==> config.mk <==
export PLATFORM = sky130hd
export DESIGN_NAME = core_local_timer_interruptor
export DESIGN_NICKNAME = d
export VERILOG_FILES = /design/src/sv/clint_pkg.sv /design/src/sv/core_local_timer_interruptor.sv /design/src/sv/clint_front.sv /design/src/sv/clint_queue.sv /design/src/sv/clint_back.sv
export SDC_FILE = /design/constraint.sdc
export NUM_CORES = 1
export LEC_CHECK = 0
export ABC_AREA = 1
export BUFFER_PORTS_ARGS = -buffer_cell sky130_fd_sc_hd__buf_2
export CAP_MARGIN = 20
export CORE_MARGIN = 5
export CORE_UTILIZATION = 30
export CTS_CLUSTER_SIZE = 12
export DETAILED_ROUTE_END_ITERATION = 7
export SYNTH_ARGS = -nofsm -noshare
export SYNTH_HDL_FRONTEND = slang
export SYNTH_SLANG_ARGS = --single-unit
==> constraint.sdc <==
create_clock -name clk -period 7.43 [get_ports clk]
set_input_delay 0 -clock clk [delete_from_list [all_inputs] [get_ports clk]]
set_output_delay 0 -clock clk [all_outputs]
set_load 0.05 [all_outputs]
==> src/sv/clint_pkg.sv <==
// ----------------------------------------------------------------------------
// Core-local timer interruptor package
// Operation and target codes, address map, decoded command and helpers.
// ----------------------------------------------------------------------------
package clint_pkg;

  typedef enum logic [1:0] {
    OP_TICK  = 2'd0,
    OP_READ  = 2'd1,
    OP_WRITE = 2'd2,
    OP_NOP   = 2'd3
  } op_t;

  typedef enum logic [1:0] {
    TGT_SOFT = 2'd0,
    TGT_CMP  = 2'd1,
    TGT_TIME = 2'd2,
    TGT_NONE = 2'd3
  } target_t;

  localparam logic [15:0] SOFT_BASE = 16'h0000;
  localparam int          SOFT_STEP = 4;
  localparam logic [15:0] CMP_BASE  = 16'h4000;
  localparam int          CMP_STEP  = 8;
  localparam logic [15:0] TIME_ADDR = 16'hBFF8;

  localparam int HART_IDX_W  = 4;
  localparam int IN_TDATA_W  = 88;
  localparam int OUT_TDATA_W = 72;
  localparam int QUEUE_DEPTH = 2;

  typedef struct packed {
    op_t                   op;
    target_t               target;
    logic                  err;
    logic                  wide;
    logic                  hi;
    logic [HART_IDX_W-1:0] hart;
    logic [63:0]           data;
  } cmd_t;

  function automatic logic [63:0] half_read(input logic [63:0] val, input logic wide,
                                            input logic hi);
    logic [63:0] res;
    if (wide) begin
      res = val;
    end else if (hi) begin
      res = {32'd0, val[63:32]};
    end else begin
      res = {32'd0, val[31:0]};
    end
    return res;
  endfunction

  function automatic logic [63:0] half_merge(input logic [63:0] old, input logic [63:0] data,
                                             input logic wide, input logic hi);
    logic [63:0] res;
    if (wide) begin
      res = data;
    end else if (hi) begin
      res = {data[31:0], old[31:0]};
    end else begin
      res = {old[63:32], data[31:0]};
    end
    return res;
  endfunction

endpackage

==> src/sv/core_local_timer_interruptor.sv <==
// ----------------------------------------------------------------------------
// Core-local timer interruptor
// Per-hart software interrupt bits, per-hart timer compares and a 64-bit time
// counter behind a streaming register-access port.
// ----------------------------------------------------------------------------
// One beat is taken per cycle unless input is held, and each gives one result
// beat through the command queue and the result register. Input beats are
// decoded and queued in a two-entry command queue; the back end retires one
// command per cycle while results are taken. A stall on the result side fills
// the queue before the input side is held. Input is also held off in the cycle
// that reset is released.
module core_local_timer_interruptor import clint_pkg::*; #(
  parameter int HART_COUNT = 2
) (
  input  logic                   clk,
  input  logic                   rst_n,
  input  logic                   in_tvalid,
  output logic                   in_tready,
  input  logic [IN_TDATA_W-1:0]  in_tdata,  // bus_address, access_wide, write_data, zero pad
  input  logic [1:0]             in_tuser,  // operation
  output logic                   out_tvalid,
  input  logic                   out_tready,
  output logic [OUT_TDATA_W-1:0] out_tdata, // read_data, timer_pending, soft_pending, zero pad
  output logic                   out_tuser  // access_error
);

  logic q_full;
  logic q_push;
  cmd_t q_in;
  logic q_pop;
  logic q_valid;
  cmd_t q_out;

  clint_front #(.HART_COUNT(HART_COUNT)) u_front (
    .clk       (clk),
    .rst_n     (rst_n),
    .in_tvalid (in_tvalid),
    .in_tready (in_tready),
    .in_tdata  (in_tdata),
    .in_tuser  (in_tuser),
    .q_full    (q_full),
    .q_push    (q_push),
    .q_cmd     (q_in)
  );

  clint_queue u_queue (
    .clk       (clk),
    .rst_n     (rst_n),
    .push      (q_push),
    .push_cmd  (q_in),
    .full      (q_full),
    .pop       (q_pop),
    .cmd_valid (q_valid),
    .cmd       (q_out)
  );

  clint_back #(.HART_COUNT(HART_COUNT)) u_back (
    .clk        (clk),
    .rst_n      (rst_n),
    .cmd_valid  (q_valid),
    .cmd        (q_out),
    .pop        (q_pop),
    .out_tvalid (out_tvalid),
    .out_tready (out_tready),
    .out_tdata  (out_tdata),
    .out_tuser  (out_tuser)
  );

endmodule

==> src/sv/clint_front.sv <==
// ----------------------------------------------------------------------------
// Core-local timer interruptor: front end
// Takes input beats and decodes operation, target, hart and access error.
// ----------------------------------------------------------------------------
module clint_front import clint_pkg::*; #(
  parameter int HART_COUNT = 2
) (
  input  logic                  clk,
  input  logic                  rst_n,
  input  logic                  in_tvalid,
  output logic                  in_tready,
  input  logic [IN_TDATA_W-1:0] in_tdata,
  input  logic [1:0]            in_tuser,
  input  logic                  q_full,
  output logic                  q_push,
  output cmd_t                  q_cmd
);

  localparam logic [15:0] SOFT_END = 16'(int'(SOFT_BASE) + SOFT_STEP * HART_COUNT);
  localparam logic [15:0] CMP_END  = 16'(int'(CMP_BASE) + CMP_STEP * HART_COUNT);
  localparam logic [15:0] TIME_END = 16'(int'(TIME_ADDR) + 8);

  logic [15:0] addr;
  logic        wide;
  logic [15:0] cmp_off;
  logic        off_ok;
  logic        rw;
  logic        busy_r;

  assign addr    = in_tdata[15:0];
  assign wide    = in_tdata[16];
  assign cmp_off = addr - CMP_BASE;
  assign off_ok  = wide ? (addr[2:0] == 3'd0) : (addr[1:0] == 2'd0);
  assign rw      = (op_t'(in_tuser) == OP_READ) || (op_t'(in_tuser) == OP_WRITE);

  assign in_tready = !q_full && busy_r;
  assign q_push    = in_tvalid && in_tready;

  // holds off input for the cycle that reset is released
  always_ff @(posedge clk) begin
    if (!rst_n) begin
      busy_r <= 1'b0;
    end else begin
      busy_r <= 1'b1;
    end
  end

  always_comb begin
    q_cmd        = '0;
    q_cmd.op     = op_t'(in_tuser);
    q_cmd.wide   = wide;
    q_cmd.hi     = addr[2];
    q_cmd.data   = in_tdata[80:17];
    q_cmd.target = TGT_NONE;
    if (addr < SOFT_END) begin
      q_cmd.target = TGT_SOFT;
      q_cmd.hart   = HART_IDX_W'((addr - SOFT_BASE) >> 2);
      q_cmd.err    = wide || (addr[1:0] != 2'd0);
    end else if (addr >= CMP_BASE && addr < CMP_END) begin
      q_cmd.target = TGT_CMP;
      q_cmd.hart   = HART_IDX_W'(cmp_off >> 3);
      q_cmd.err    = !off_ok;
    end else if (addr >= TIME_ADDR && addr < TIME_END) begin
      q_cmd.target = TGT_TIME;
      q_cmd.err    = !off_ok;
    end else begin
      q_cmd.err    = 1'b1;
    end
    if (!rw) begin
      q_cmd.err = 1'b0;
    end
  end

endmodule

==> src/sv/clint_queue.sv <==
// ----------------------------------------------------------------------------
// Core-local timer interruptor: command queue
// Short FIFO of decoded commands between front and back ends.
// ----------------------------------------------------------------------------
module clint_queue import clint_pkg::*; (
  input  logic clk,
  input  logic rst_n,
  input  logic push,
  input  cmd_t push_cmd,
  output logic full,
  input  logic pop,
  output logic cmd_valid,
  output cmd_t cmd
);

  localparam int PW = (QUEUE_DEPTH > 1) ? $clog2(QUEUE_DEPTH) : 1;

  cmd_t        q_r [QUEUE_DEPTH];
  logic [PW-1:0] wr_ptr_r, wr_ptr_nxt;
  logic [PW-1:0] rd_ptr_r, rd_ptr_nxt;
  logic [PW:0]   count_r, count_nxt;

  assign full      = (count_r == (PW+1)'(QUEUE_DEPTH));
  assign cmd_valid = (count_r != '0);
  assign cmd       = q_r[rd_ptr_r];

  always_comb begin
    wr_ptr_nxt = wr_ptr_r;
    rd_ptr_nxt = rd_ptr_r;
    count_nxt  = count_r;
    if (push) begin
      wr_ptr_nxt = (wr_ptr_r == PW'(QUEUE_DEPTH - 1)) ? '0 : wr_ptr_r + PW'(1);
    end
    if (pop) begin
      rd_ptr_nxt = (rd_ptr_r == PW'(QUEUE_DEPTH - 1)) ? '0 : rd_ptr_r + PW'(1);
    end
    if (push && !pop) begin
      count_nxt = count_r + (PW+1)'(1);
    end else if (pop && !push) begin
      count_nxt = count_r - (PW+1)'(1);
    end
  end

  always_ff @(posedge clk) begin
    if (!rst_n) begin
      wr_ptr_r <= '0;
      rd_ptr_r <= '0;
      count_r  <= '0;
    end else begin
      wr_ptr_r <= wr_ptr_nxt;
      rd_ptr_r <= rd_ptr_nxt;
      count_r  <= count_nxt;
    end
  end

  always_ff @(posedge clk) begin
    if (push) begin
      q_r[wr_ptr_r] <= push_cmd;
    end
  end

endmodule

==> src/sv/clint_back.sv <==
// ----------------------------------------------------------------------------
// Core-local timer interruptor: back end
// Holds time, compare and soft bits, executes commands, drives result beats.
// ----------------------------------------------------------------------------
module clint_back import clint_pkg::*; #(
  parameter int HART_COUNT = 2
) (
  input  logic                   clk,
  input  logic                   rst_n,
  input  logic                   cmd_valid,
  input  cmd_t                   cmd,
  output logic                   pop,
  output logic                   out_tvalid,
  input  logic                   out_tready,
  output logic [OUT_TDATA_W-1:0] out_tdata,
  output logic                   out_tuser
);

  localparam int HW = (HART_COUNT > 1) ? $clog2(HART_COUNT) : 1;

  logic [63:0]           time_r, time_nxt;
  logic [63:0]           cmp_r   [HART_COUNT];
  logic [63:0]           cmp_nxt [HART_COUNT];
  logic [HART_COUNT-1:0] soft_r, soft_nxt;
  logic                  out_valid_r;
  logic [OUT_TDATA_W-1:0] out_data_r;
  logic                  out_err_r;
  logic                  fire;
  logic [HW-1:0]         hsel;
  logic [63:0]           rd;
  logic [1:0]            tp;
  logic [1:0]            sp;

  assign fire       = cmd_valid && (!out_valid_r || out_tready);
  assign pop        = fire;
  assign hsel       = cmd.hart[HW-1:0];
  assign out_tvalid = out_valid_r;
  assign out_tdata  = out_data_r;
  assign out_tuser  = out_err_r;

  always_comb begin
    time_nxt = time_r;
    cmp_nxt  = cmp_r;
    soft_nxt = soft_r;
    rd       = '0;
    if (fire && !cmd.err) begin
      case (cmd.op)
        OP_TICK: begin
          time_nxt = time_r + 64'd1;
        end
        OP_READ: begin
          case (cmd.target)
            TGT_SOFT: rd = {63'd0, soft_r[hsel]};
            TGT_CMP:  rd = half_read(cmp_r[hsel], cmd.wide, cmd.hi);
            TGT_TIME: rd = half_read(time_r, cmd.wide, cmd.hi);
            default:  rd = '0;
          endcase
        end
        OP_WRITE: begin
          case (cmd.target)
            TGT_SOFT: soft_nxt[hsel] = cmd.data[0];
            TGT_CMP:  cmp_nxt[hsel]  = half_merge(cmp_r[hsel], cmd.data, cmd.wide, cmd.hi);
            TGT_TIME: time_nxt       = half_merge(time_r, cmd.data, cmd.wide, cmd.hi);
            default:  ;
          endcase
        end
        default: ;
      endcase
    end
  end

  for (genvar h = 0; h < 2; h++) begin : g_pend
    if (h < HART_COUNT) begin : g_on
      assign tp[h] = (time_nxt >= cmp_nxt[h]);
      assign sp[h] = soft_nxt[h];
    end else begin : g_off
      assign tp[h] = 1'b0;
      assign sp[h] = 1'b0;
    end
  end

  always_ff @(posedge clk) begin
    if (!rst_n) begin
      time_r      <= '0;
      soft_r      <= '0;
      out_valid_r <= 1'b0;
      for (int h = 0; h < HART_COUNT; h++) begin
        cmp_r[h] <= '1;
      end
    end else begin
      time_r <= time_nxt;
      soft_r <= soft_nxt;
      cmp_r  <= cmp_nxt;
      if (fire) begin
        out_valid_r <= 1'b1;
      end else if (out_tready) begin
        out_valid_r <= 1'b0;
      end
    end
  end

  always_ff @(posedge clk) begin
    if (fire) begin
      out_data_r <= {4'd0, sp, tp, rd};
      out_err_r  <= cmd.err;
    end
  end

endmodule

==> key figures <==
Status
  – Run status: finished clean

Die
  – Count of pins on the block boundary: 169
  – Core footprint: 0.08042 mm^2
  – Area of the die: 0.08669 mm^2
  – Die span in x: 294.4 um
  – Std cell rows: 104
  – Height of the die: 294.4 um
  – Starting density of the core: 30.18%

Logic synthesis
  – Total standard cell area after synthesis: 0.02427 mm^2
  – Cells after Synth: 3271
  – Share of synthesized area spent on multiplexers: 1.113%
  – Synthesized area per cell: 7.420 um^2
  – Post-synthesis sequential element count: 414
  – Proportion of synthesized chip area in sequential cells: 42.93%
  – Combinational family with the most area after synthesis: simple AND/OR/NAND/NOR gates
  – Synthesized-area fraction occupied by and/or/nand/nor cells: 28.53%
  – Number of warnings issued by yosys: 0
  – Synth Area in Adders: 6.701%
  – Compound-cell area share of the yosys netlist: 14.38%
  – Post-Synth XOR/XNOR Area: 0.03608%
  – Cell variety after synth: 44

Pwr
  – Final Total Pwr: 9.909 mW
  – Leakage power figure: 12.10 nW
  – Worst ir drop on vdd: 0.0002039 V
  – Total power divided by cell area: 348.4 mW/mm^2

Setup path
  – Worst reg2reg path depth: 21
  – Crit path required time: 7.73 ns
  – Worst setup path category: reg2reg
  – Sort of element at the start of the critical path: flop
  – Family with the most delay on the worst path: simple AND/OR/NAND/NOR gates
  – Maximum fanout along the worst path: 46
  – Buffers & Inverters on Critical Path: 4
  – Worst Setup End Kind: flop
  – Setup slack of the worst register-to-register path: 2.18 ns
  – Critical path destination: u_back.out_tdata[64]
  – Critical path depth in cells: 21
  – Worst path slowest cell: inv_1
  – Worst reg2reg endpoint: u_back.out_tdata[64]
  – CP max stage delay: 0.90 ns
  – Crit path arrival time: 5.55 ns
  – Critical path's most frequent cell: nand2_1
  – Critical path, cell by cell: inv_4 > nand2_2 > nand2_4 > nor2_4 > nand2_4 > inv_1 > buf_12 > nand2_1 > a21oi_1 > nand2_1 > nand2_1 > inv_1 > ha_1 > a21oi_1 > o21ai_0 > nand2_1 > nand2_1 > nand2_1 > nand3_1 > nor2_1 > nand3_1

Detailed routing
  – Final routed wire length divided by cell count: 20.76 um
  – First DRT Iteration DRCs: 2588
  – First drt pass iteration count: 6
  – Number of design rule violations left after detail routing: 0
  – Final ANT Viol Nets: 0
  – Wire length reported by the detailed router: 94550 um
  – DR vias/cell: 5.163
  – Vias after detailed routing: 23520

STA
  – Relative slew margins: 16.28%
  – Post-route setup TNS: 0 ns
  – Layout Skew: 0.01818 ns
  – Slew of the pin with the lowest slew margin: 1.243 ns
  – Period utilisation layout: 70.67%
  – Setup-failing EPs final: 0
  – Final Hold Viols: 0
  – Pins over their slew limit: 0
  – RSZ-0062 raised after global routing: no
  – Time the worst path needs with I/O delays and setup: 5.251 ns
  – Min setup slack post-route: 2.179 ns
  – Maximum clock rate: 190.4 MHz
  – Tightest hold margin: 0.03658 ns

Clock tree
  – Number of sinks on the clock net: 414
  – Reg clk slew, reported paths: 0.06 ns
  – CTS tree: done
  – Number of buffers on the longest clock path: 3
  – Post-cts gate resize count: 0
  – Hold buffers post-CTS: 81
  – Post-CTS setup buffer count: 0
  – CTS root buf: clkbuf_16
  – CTS H-tree lvls: 2
  – Source-to-sink clock delay at the later pin of the worst-skew pair: 0.61 ns
  – Number of buffers added by the clock tree synthesis step: 49

Place
  – Detailed placer's ending HPWL: 70610 um
  – Cell Count Post-Placement: 4381
  – Pre-CTS setup slack: 2.299 ns
  – Last weighted congestion value of the routability-driven placer: 1.028
  – Port Buf Inserts: 157

Job
  – Number of max-cap violations: 0

Worst hold path
  – Worst hold path class: in2reg

Global route
  – Global-route wire length before repair: 138300 um
  – Pin count of the biggest net entering global routing: 77
  – Met1 global-route usage: 30.12%
  – Fraction of met2 tracks used by global routing: 32.06%
  – Global Route met3 Usage: 4.785%
  – Number of global-route vias before repair: 21790
  – Aggregate global-route resource usage: 20.96%
  – Initial antenna violation count: 7
  – GRT Residual Overflow: 0
  – Global routing's busiest layer: met2

Finish
  – Post-route insts no fill: 4555
  – Share of layout cells above drive strength 1: 11.39%
  – Number of fill cells in the layout: 8555
  – Most frequent cells in the layout: 1181 x nand2_1, 322 x nor2_1, 244 x a21oi_1
  – Most common cell after layout, fill and taps aside: nand2_1
  – Layout Nets: 3680
  – Area growth, synth to finish: 17.18%
==> layer usage <==
| layer | vias to the layer above | part of all wire (%) | wire (um) |
|---|---|---|---|
| met5 | - | 0.014 | 13 |
| met4 | 2 | 2.6 | 2427 |
| met3 | 159 | 10 | 9880 |
| met2 | 1086 | 43 | 40560 |
| met1 | 10980 | 44 | 41660 |
| li1 | 11290 | - | - |
==> report_power, final <==
group	internal [mW]	total, mW	switching (mW)
registers	2.79	3.06	0.267
clock network	1.34	2.37	1.03
logic	1.05	4.48	3.42
==> area by class of cell <==
type / instances / area [um^2] / share of cell area [%]
multi-input combinational: 2511 / 12380 / 43.51
sequential: 414 / 10420 / 36.65
timing repair buffer: 287 / 2024 / 7.118
clock buffer: 63 / 1329 / 4.672
tap: 1060 / 1326 / 4.663
inverter: 193 / 728.2 / 2.560
clock inverter: 26 / 232.7 / 0.8182
antenna: 1 / 2.502 / 0.008798
==> how the worst min path moves through the flow <==
stage | to | cells past startpoint | slack, ns | startpoint
after floorplan | u_front.busy_r | 0 | 0.03 | rst_n
after global placement | u_queue.q_r[1][50] | 1 | 0.19 | in_tdata[67]
after detailed placement | u_queue.q_r[0][50] | 1 | 0.19 | in_tdata[67]
after CTS | u_queue.q_r[0][64] | 6 | 0.0002 | in_tdata[8]
after global routing | u_queue.q_r[1][72] | 5 | 0.06 | in_tdata[8]
final | u_queue.q_r[1][64] | 6 | 0.04 | in_tdata[12]
==> metrics by stage <==
step	instance area, um^2	util, %
after floorplan	24280	-
after global routing	28440	35.37
after CTS	28410	35.33
after detailed placement	26040	32.38
final	28440	35.37
after global placement	26040	32.38
==> cells in the mapped netlist (all sizes together) <==
master     n  area share [%]
nand2   1189              19
nor2     332             5.3
o21ai    275             6.7
a21oi    245             5.1
edfxtp   213              26
dfxtp    201              17
inv      193             3.0
nand3    137             2.8
ha       130             6.7
buf       78             2.1
clkbuf    78             1.2
o22ai     36            0.93
nor3      29            0.67
mux2i     27             1.1
a31oi     24            0.62
nand4     21            0.54
or2       21            0.54
o211ai    13            0.40
a21boi     7            0.22
nor4       5            0.13
o21bai     5            0.15
o21a       4            0.12
a211oi     2           0.062
a22o       1           0.036
a22oi      1           0.031
and3       1           0.026
conb       1           0.015
nand3b     1           0.031
xor2       1           0.036
==> registers in the layout, indices dropped and copies added, names as in the netlist, 2 cells and up, named ones only <==
| register | cells |
|---|---|
| u_queue.q_r | 144 |
| u_back.cmp_r | 128 |
| u_back.time_r | 64 |
| u_back.soft_r | 2 |
| u_back.out_tdata | 68 |
| u_queue.count_r | 2 |
==> cell families after synthesis <==
group,after synthesis
and+or+nand+nor,1736
AOI/OAI and AO/OA,613
DFF,414
buffers and inverters,349
adders and majority gates,130
muxes,27
other,1
xor gates and xnor gates,1
==> worst min-delay path: stages <==
cell,delay [ns]
buf_2,0.07
inv_1,0.04
nand2_1,0.07
nor4_1,0.06
nand2_1,0.07
o21ai_0,0.12
Note: power is estimated with default switching activity, not from simulation.
